## src/hw/rtl/six_bit_block_dequantizer_unit_assert.svh

```systemverilog
// Assertion macros shared by the dequantizer RTL.
// No dependencies.
`ifndef SIX_BIT_BLOCK_DEQUANTIZER_UNIT_ASSERT_SVH
`define SIX_BIT_BLOCK_DEQUANTIZER_UNIT_ASSERT_SVH

// Check that an antecedent implies a consequent on the next cycle.
`define SBD_ASSERT_NEXT(label, clk, rst_n, ante, cons, msg) \
  label: assert property (@(posedge clk) disable iff (!rst_n) (ante) |=> (cons)) \
    else $error(msg);

// Check that a condition always holds.
`define SBD_ASSERT_ALWAYS(label, clk, rst_n, cond, msg) \
  label: assert property (@(posedge clk) disable iff (!rst_n) (cond)) else $error(msg);

`endif

```

## src/hw/rtl/sbd_pkg.sv

```systemverilog
// Package for the six-bit block dequantizer: word types, scale terms, constants.
// No dependencies.
package sbd_pkg;

  localparam int unsigned Lanes        = 4;
  localparam logic [5:0]  CodeOffset   = 6'd32;
  localparam logic [4:0]  HalfExpMax   = 5'h1F;

  typedef struct packed {
    logic [15:0] block_scale;
    logic signed [7:0] group_scale;
    logic [15:0] low_nibbles;
    logic [7:0]  high_pairs;
    logic        last_of_row;
  } in_word_t;

  typedef struct packed {
    logic [31:0] value_lane3;
    logic [31:0] value_lane2;
    logic [31:0] value_lane1;
    logic [31:0] value_lane0;
    logic        row_end;
  } out_word_t;

  // Shared scale terms, computed once per word and fed to every lane.
  typedef struct packed {
    logic [18:0] prod;   // mantissa times group magnitude
    logic        sign;   // block sign xor group sign
    logic [4:0]  hexp;   // biased half exponent, 0 means subnormal
    logic        bad;    // NaN or Inf block scale
  } scale_t;

endpackage

```

## src/hw/rtl/sbd_lane.sv

```systemverilog
// One dequantizer lane: code times scale product, normalized to fp32 bits.
// Depends on sbd_pkg.
module sbd_lane (
  input  logic           clk_i,
  input  logic           en_i,
  input  sbd_pkg::scale_t scale_i,
  input  logic [3:0]     low_i,
  input  logic [1:0]     high_i,
  output logic [31:0]    value_o
);

  logic [5:0]  code;
  logic [5:0]  qmag;
  logic        qneg;
  logic [23:0] p;
  logic [4:0]  top;
  logic [7:0]  expf;
  logic [23:0] norm;
  logic        sign;
  logic [31:0] value_d, value_q;

  assign code = {high_i, low_i};
  assign qneg = code < sbd_pkg::CodeOffset;
  assign qmag = qneg ? (sbd_pkg::CodeOffset - code) : (code - sbd_pkg::CodeOffset);
  assign p    = {5'd0, scale_i.prod} * {18'd0, qmag};
  assign sign = scale_i.sign ^ qneg;

  // Find the leading one of the product.
  always_comb begin
    top = 5'd0;
    for (int i = 0; i < 24; i++) begin
      if (p[i]) top = 5'(i);
    end
  end

  // Pack sign, exponent and fraction; exponent = top + e + 127.
  always_comb begin
    norm = p << (5'd23 - top);
    if (scale_i.hexp == 5'd0) expf = 8'(top) + 8'd103;
    else expf = 8'(top) + 8'(scale_i.hexp) + 8'd102;
    if (scale_i.bad) value_d = 32'd0;
    else if (p == 24'd0) value_d = {sign, 31'd0};
    else value_d = {sign, expf, norm[22:0]};
  end

  // Hold the lane result.
  always_ff @(posedge clk_i) begin
    if (en_i) value_q <= value_d;
  end

  assign value_o = value_q;

endmodule

```

## src/hw/rtl/six_bit_block_dequantizer_unit.sv

```systemverilog
// Six-bit block dequantizer top: scale stage, parallel lanes, result merge.
// Depends on sbd_pkg, sbd_lane and the assertion macro header.
// Throughput one word per cycle; fire is registered into v1_q, then v2_q drives done_o.
// busy is held low: a word can start every cycle, results cannot be stalled.
// The lanes have one multiplier each, combinational, with the lane result registered.
// Reset (rst_ni low, asynchronous) clears the valid pipeline; no word pending.
`include "six_bit_block_dequantizer_unit_assert.svh"
module six_bit_block_dequantizer_unit (
  input  logic               clk_i,
  input  logic               rst_ni,
  input  logic               start,
  output logic               busy,
  input  sbd_pkg::in_word_t  data_i,
  output logic               done_o,
  output sbd_pkg::out_word_t data_o
);

  logic              fire;
  sbd_pkg::scale_t   scale_d, scale_q;
  logic [15:0]       lows_q;
  logic [7:0]        highs_q;
  logic              last_q, last2_q;
  logic              v1_q, v2_q;
  logic [10:0]       m;
  logic [7:0]        gmag;
  logic [sbd_pkg::Lanes*32-1:0] lane_vals;

  assign busy = 1'b0;
  assign fire = start && !busy;

  // Build the shared scale product.
  always_comb begin
    m = (data_i.block_scale[14:10] == 5'd0) ? {1'b0, data_i.block_scale[9:0]}
                                             : {1'b1, data_i.block_scale[9:0]};
    gmag = data_i.group_scale[7] ? (8'd0 - data_i.group_scale) : data_i.group_scale;
    scale_d.prod = {8'd0, m} * {11'd0, gmag};
    scale_d.sign = data_i.block_scale[15] ^ data_i.group_scale[7];
    scale_d.hexp = data_i.block_scale[14:10];
    scale_d.bad  = data_i.block_scale[14:10] == sbd_pkg::HalfExpMax;
  end

  // Advance the valid pipeline.
  always_ff @(posedge clk_i or negedge rst_ni) begin
    if (!rst_ni) begin
      v1_q <= 1'b0;
      v2_q <= 1'b0;
    end else begin
      v1_q <= fire;
      v2_q <= v1_q;
    end
  end

  // Hold the stage-one payload.
  always_ff @(posedge clk_i) begin
    if (fire) begin
      scale_q <= scale_d;
      lows_q  <= data_i.low_nibbles;
      highs_q <= data_i.high_pairs;
      last_q  <= data_i.last_of_row;
    end
    if (v1_q) last2_q <= last_q;
  end

  for (genvar n = 0; n < sbd_pkg::Lanes; n++) begin : g_lane
    sbd_lane u_lane (
      .clk_i  (clk_i),
      .en_i   (v1_q),
      .scale_i(scale_q),
      .low_i  (lows_q[4*n +: 4]),
      .high_i (highs_q[2*n +: 2]),
      .value_o(lane_vals[32*n +: 32])
    );
  end

  // Merge lane results into the output word.
  always_comb begin
    data_o.value_lane0 = lane_vals[31:0];
    data_o.value_lane1 = lane_vals[63:32];
    data_o.value_lane2 = lane_vals[95:64];
    data_o.value_lane3 = lane_vals[127:96];
    data_o.row_end     = last2_q;
  end
  assign done_o = v2_q;

  `SBD_ASSERT_NEXT(a_fire_valid, clk_i, rst_ni, fire, v1_q, "stage one lost a word")
  `SBD_ASSERT_NEXT(a_done_follows, clk_i, rst_ni, v1_q, done_o, "result strobe missing")
  `SBD_ASSERT_ALWAYS(a_bad_zero, clk_i, rst_ni,
    !(done_o && $past(scale_q.bad, 1) && $past(v1_q, 1)) || data_o.value_lane0 == 32'd0,
    "bad scale gave nonzero")

endmodule
```

## config.mk

```make
export PLATFORM = sky130hd
export DESIGN_NAME = six_bit_block_dequantizer_unit
export DESIGN_NICKNAME = d
export VERILOG_FILES = /design/src/hw/rtl/sbd_pkg.sv /design/src/hw/rtl/sbd_lane.sv /design/src/hw/rtl/six_bit_block_dequantizer_unit.sv
export VERILOG_INCLUDE_DIRS = /design/src /design/src/hw/rtl
export SDC_FILE = /design/constraint.sdc
export NUM_CORES = 2
export LEC_CHECK = 0
export BUFFER_PORTS_ARGS = -buffer_cell sky130_fd_sc_hd__buf_2
export CORE_ASPECT_RATIO = 0.9
export CORE_MARGIN = 4
export CORE_UTILIZATION = 55
export DETAILED_ROUTE_END_ITERATION = 10
export GPL_TIMING_DRIVEN = 0
export PLACE_DENSITY = 0.8
export SYNTH_ARGS = -nofsm -noshare
export SYNTH_HDL_FRONTEND = slang
export SYNTH_HIERARCHICAL = 1
export SYNTH_SLANG_ARGS = --single-unit
```

## constraint.sdc

```tcl
create_clock -name clk_i -period 8.4 [get_ports clk_i]
set_clock_uncertainty 0.2 [all_clocks]
set_input_delay 0.42 -clock clk_i [delete_from_list [all_inputs] [get_ports clk_i]]
set_output_delay 0.42 -clock clk_i [all_outputs]
set_load 0.03 [all_outputs]
```

# Word-level counts from Yosys, hierarchy flattened

Cells that the tools add are included.

Register bits after elaboration: 182
Input port bits: 52
Output and inout bits: 131
Logic and storage cells: 174

Add/sub/neg operators: 25
$mul: 5
Magnitude comparators: 4
Equality and inequality tests: 1
Shift-type cells: 4
Multiplexer cells: 102
Bitwise gates (word level): 5
Reduce and logical (&&, ||, !) cells: 10

Operator list:

| kind                                            | count |
|---|---|
| two-way mux 5 bit                               | 32 |
| two-way mux 4 bit                               | 32 |
| zero test 24 bit                                | 4 |
| multiplier 19 x 6 -> 24 bit                     | 4 |
| << shifter 24 x 5 -> 23 bit                     | 4 |
| two-way mux 3 bit                               | 16 |
| two-way mux 8 bit                               | 5 |
| adder 5 x 7 -> 8 bit, second input constant     | 4 |
| adder 8 x 7 -> 8 bit, second input constant     | 4 |
| adder 5 x 5 -> 6 bit                            | 4 |
| < comparator 6 bit, second input constant       | 4 |
| two-way mux 6 bit                               | 4 |
| subtractor 6 bit, first input constant          | 4 |
| subtractor 6 bit, second input constant         | 4 |
| subtractor 5 bit, first input constant          | 4 |
| multiplier 11 x 8 -> 19 bit                     | 1 |
| two-way mux 2 bit                               | 8 |
| two-way mux 11 bit                              | 1 |
| zero test 5 bit                                 | 2 |
| OR reduction 2 bit                              | 4 |
| subtractor 1 x 8 -> 8 bit, first input constant | 1 |
| equality test 5 bit, second input constant      | 1 |
| bitwise XOR 1 bit                               | 5 |
| two-way mux 1 bit                               | 4 |

# Depth between registers and ports, before layout

Depth after elaboration: 29
Depth in mapped cells: 35
Mapped depth without buffers: 29

# By module

Netlist, hierarchy kept.

By module, submodules not included:

| module                           | times used | cells each | area each (um^2) | sequential area each (um^2) |
|---|---|---|---|---|
| sbd_lane at g_lane[0].u_lane ... | 2          | 801        | 6910.4           | 960.9 |
| sbd_lane at g_lane[2].u_lane     | 1          | 855        | 7120.6           | 960.9 |
| sbd_lane at g_lane[3].u_lane     | 1          | 823        | 7025.5           | 960.9 |
| six_bit_block_dequantizer_unit   | 1          | 415        | 4629.4           | 1611.5 |

# Worst setup path after synthesis

Ideal clock, no wire load.

Path type: register to register
Start point: register lows_q[0]
End point: register g_lane[0].u_lane.value_q[30] (data pin)
Library setup time: 254 ps
Arrival time: 7646 ps
Data required time: 7946 ps
Slack: 299 ps
Cell stages (with the launch flop): 31
Path buffers: 4
Clock period less this slack: 8101 ps
Cells stage by stage: edfxtp_1 > clkbuf_1 > clkbuf_1 > inv_1 > ha_1 > mux2i_1 > clkbuf_1 > nor2b_1 > fa_1 > inv_1 > fa_1 > fa_1 > inv_1 > ha_1 > or2_1 > a41o_1 > o2111a_2 > o311ai_2 > o211ai_1 > nor3b_2 > nand2b_1 > o21ai_1 > clkinv_1 > clkbuf_1 > ha_1 > inv_1 > fa_1 > a21oi_1 > o21bai_1 > o21a_1 > o21a_1

Longest elaborated chain between the ends: 29
Elaborated cells on any way between the ends: 34
Classes of those cells: add/sub: 5; mul: 1; order compare: 1; mux: 25; reduce/logical: 2

RTL lines:

| element                                                | RTL line                             | source |
|---|---|---|
| start: declaration                                     | six_bit_block_dequantizer_unit.sv:20 | `logic [15:0] lows_q;` |
| start signal: assignment                               | six_bit_block_dequantizer_unit.sv:57 | `lows_q <= data_i.low_nibbles;` |
| subtractor 6 bit or < comparator 6 bit (tied branches) | sbd_lane.sv:24, sbd_lane.sv:23       |  |
| two-way mux 6 bit *                                    | sbd_lane.sv:24                       | `assign qmag = qneg ? (sbd_pkg::CodeOffset - code) : (code - sbd_pkg::CodeOffset);` |
| multiplier 19 x 6 -> 24 bit *                          | sbd_lane.sv:25                       | `assign p = {5'd0, scale_i.prod} * {18'd0, qmag};` |
| two-way mux 1 bit                                      | sbd_lane.sv:32                       | `if (p[i]) top = 5'(i);` |
| two-way mux 2 bit (2 in series)                        | sbd_lane.sv:32                       |  |
| two-way mux 3 bit (4 in series)                        | sbd_lane.sv:32                       |  |
| two-way mux 4 bit (8 in series)                        | sbd_lane.sv:32                       |  |
| two-way mux 5 bit (8 in series)                        | sbd_lane.sv:32                       |  |
| adder 5 x 5 -> 6 bit                                   | sbd_lane.sv:40                       | `else expf = 8'(top) + 8'(scale_i.hexp) + 8'd102;` |
| adder 8 x 7 -> 8 bit                                   | sbd_lane.sv:40                       |  |
| two-way mux 8 bit                                      | sbd_lane.sv:39                       | `if (scale_i.hexp == 5'd0) expf = 8'(top) + 8'd103;` |
| end signal: assignment                                 | sbd_lane.sv:48                       | `if (en_i) value_q <= value_d;` |
| end: declaration                                       | sbd_lane.sv:20                       | `logic [31:0] value_d, value_q;` |

Every way passes the cells marked *; elsewhere a longest branch is shown, timed or not.
A chain may end at the register's enable or synchronous reset.

# Worst setup path after layout

Start point: register lows_q[4]
End point: register g_lane[1].u_lane.value_q[30] (data pin)

Longest elaborated chain between the ends: 29
Elaborated cells on any way between the ends: 34
Classes of those cells: add/sub: 5; mul: 1; order compare: 1; mux: 25; reduce/logical: 2

RTL lines:

| element                                                | RTL line |
|---|---|
| subtractor 6 bit or < comparator 6 bit (tied branches) | sbd_lane.sv:24, sbd_lane.sv:23 |
| two-way mux 6 bit *                                    | sbd_lane.sv:24 |
| multiplier 19 x 6 -> 24 bit *                          | sbd_lane.sv:25 |
| two-way mux 1 bit                                      | sbd_lane.sv:32 |
| two-way mux 2 bit (2 in series)                        | sbd_lane.sv:32 |
| two-way mux 3 bit (4 in series)                        | sbd_lane.sv:32 |
| two-way mux 4 bit (8 in series)                        | sbd_lane.sv:32 |
| two-way mux 5 bit (8 in series)                        | sbd_lane.sv:32 |
| adder 5 x 5 -> 6 bit                                   | sbd_lane.sv:40 |
| adder 8 x 7 -> 8 bit                                   | sbd_lane.sv:40 |
| two-way mux 8 bit                                      | sbd_lane.sv:39 |
| end signal: assignment                                 | sbd_lane.sv:48 |
| end: declaration                                       | sbd_lane.sv:20 |

Marked as above.

==> reports/metrics.yaml <==
status: "finished clean"
postSynthCellCount: 3695
antenna_found_initial: 2
finalHoldViolCount: 0
synthArstFlopShare: 0.0110
fmax_mhz: 123
post-synth-top-count-cell: "inv_1"
synthTopCellsByArea: "fa_1 21%, edfxtp_1 17%, ha_1 8.3%, inv_1 5.5%, and2_1 4.7%"
routedWlPerCell_um: 19.1
io_pins: 183
final.setup.tns_ns: 0
syn_nets: 4297
layout-drive-gt1-share: 0.160
die_height_um: 239
path_max_fanout: 19
dp_slack_ns: -2.05
finalWirelength_um: 91600
worstReg2RegEnd: "g_lane[1].u_lane/value_o[30]$_SDFFCE_PP0P_"
clk-insertion-delay-late_ns: 0.52
crit_arrival_ns: 8.19
routabilityCongestion: 0.988
synth_simple_gate_area_frac: 0.208
hold_path_startpoint: "data_i[32]"
synthTopCellsByCount: "480 x inv_1, 334 x fa_1, 283 x nand2_1, 247 x and2_1, 216 x ha_1"
num_rows: 84
critPathMaxStageDelay_ns: 0.56
worst_r2r_path_depth: 34
grt_max_degree: 66
route.vias.total: 29100
initial_core_util: 0.557
grtUsageTotal: 0.284
synth-edff-count: 180
antenna_cells: 0
synth_flop_cell: "edfxtp_1"
maxSlewViolCount: 0
hold_class: "in2reg"
start_kind: "register"
cts_tree: "built"
grt_pass1_vias: 29100
syn_area_mm2: 0.0326
post_synth.cell_area_avg_um2: 8.82
synth_cell_types: 134
critPathBufInv: 11
cts_max_level: 4
syn_to_final_growth_pct: 13.8
fp.dieW_um: 265
setup_viol: 0
portBuffers: 180
hold_end: "scale_q[6]$_DFFE_PP_"
synthAdderAreaFrac: 0.288
first_iter_violations: 2600
slew_headroom: 0.135
finalCriticalPeriod_ns: 8.13
die-area_mm2: 0.0632
crit_family: "adder cells"
synth_warnings: 6
clk_pin_slew_ns: 0.09
core_mm2: 0.0585
numCtsBuffers: 17
synth_top_area_frac: 0.205
synth_mux_area_frac: 0.0367
fin_nets: 4607
reg2reg_from: "lows_q[4]$_DFFE_PP_"
drt_pre_antenna_iters: 8
holdWs_ns: 0.136
vias_per_cell: 6.08
synth_top_family_by_area: "adder cells"
yosys.area.top_type: "fa_1"
grt_pass1_wl_um: 147000
worst_slew_pin_slew_ns: 1.30
setup_slack_ns: 0.266
whs_path_depth: 2
layout_worst_path_cycle_share: 0.968
seq_area_frac_synth: 0.167
fillCellCount: 4762
final_util: 0.633
synth-xor-area-share: 0.0343
required_ns: 8.45
dp_hpwl_um: 67400
multi_input_area_mm2: 0.0255
crit_slowest_cell: "fa_1"
end_kind: "register"
max_cap_violations: 0
clk_path_buf_depth: 2
grt.overflow.total: 0
path_class: "reg2reg"
ys_ff_latch: 182
final_antenna_net_count: 0
reg2reg_slack_ns: 0.27
drc_errors: 0
ff_latch_area_mm2: 0.00546
synth_compound_area_frac: 0.187
cts-root-buf: "clkbuf_16"
clkSinkCount: 182
[layer usage]
layer | part of all wire | global-route usage | up-vias
li1 | - | - | 13400
met1 | 0.41 | 0.373 | 14300
met2 | 0.46 | 0.455 | 1280
met3 | 0.095 | 0.0749 | 187
met4 | 0.029 | 0.0999 | 2
met5 | 0.0023 | 0.0240 | -
[stage by stage]
stage / area (um^2) / cells
5_1_grt: 37100 / 4792
6_report: 37100 / 4792
3_5_place_dp: 34500 / 4651
3_3_place_gp: 34500 / 4649
2_1_floorplan: 32600 / 3695
4_1_cts: 36200 / 4751
[flip-flops by register name, summed over array words and instances, names as in the netlist]
register and cells:
lows_q 16, last_q 1, v1_q 1, last2_q 1
g_lane.u_lane/value_o 128, highs_q 8, scale_q 26, done_o 1
[how the worst max path moves through the flow]
stage                              from                                         end  slack, ns  cells past startpoint
global route        lows_q[8]$_DFFE_PP_  g_lane[2].u_lane/value_o[19]$_SDFFCE_PP0P_      -0.07                     31
CTS                 lows_q[0]$_DFFE_PP_  g_lane[0].u_lane/value_o[28]$_SDFFCE_PP0P_      0.002                     31
detailed placement  lows_q[8]$_DFFE_PP_  g_lane[2].u_lane/value_o[21]$_SDFFCE_PP0P_      -2.05                     29
global placement    lows_q[8]$_DFFE_PP_  g_lane[2].u_lane/value_o[21]$_SDFFCE_PP0P_      -1.81                     29
finish              lows_q[4]$_DFFE_PP_  g_lane[1].u_lane/value_o[30]$_SDFFCE_PP0P_       0.27                     34
floorplan           lows_q[0]$_DFFE_PP_  g_lane[0].u_lane/value_o[30]$_SDFFCE_PP0P_       0.30                     30
[cell usage in the layout (no fill, tap or decap), types with 52 or more instances in the layout]
master	synthesis	final
clkbuf_1	94	57
edfxtp_1	180	180
o21ai_0	104	100
a211oi_1	60	52
buf_2	35	211
inv_1	480	478
a21oi_1	175	160
nand2_1	283	283
nand2b_1	55	53
buf_4	10	99
and3_1	66	66
and2_1	247	247
ha_1	216	210
xnor2_1	74	64
nor2b_1	159	159
fa_1	334	333
nor3_1	75	71
nor2_1	186	176
mux2i_1	90	86
[cell type report]
class	instances	area share
buffer	137	0.0217
clock buffer	17	0.0115
clock inverter	15	0.00415
inverter	492	0.0503
multi-input combinational	2873	0.687
sequential	182	0.147
tap	774	0.0261
timing repair buffer	302	0.0525
[repair_timing]
action                     in CTS  in global routing
gates cloned                    1                  1
hold buffers                   33                  0
pin swaps                      20                 40
setup buffers                  37                 49
hold endpoints to repair       33                  0
gates resized for setup       115                126
setup endpoints to repair     124                 98
[logic make-up (layout without fill, tap and decap cells)]
family,Yosys count,after routing
mux,112,112
simple gates,1261,1261
other cells,1,1
flops,182,182
compound gates,825,825
fa+ha+maj,550,550
xor+xnor,123,124
buf+inv,641,963
Power is left out: the tool's default activity adds up to more than one toggle a clock period on the data nets, which glitch-free logic cannot reach.
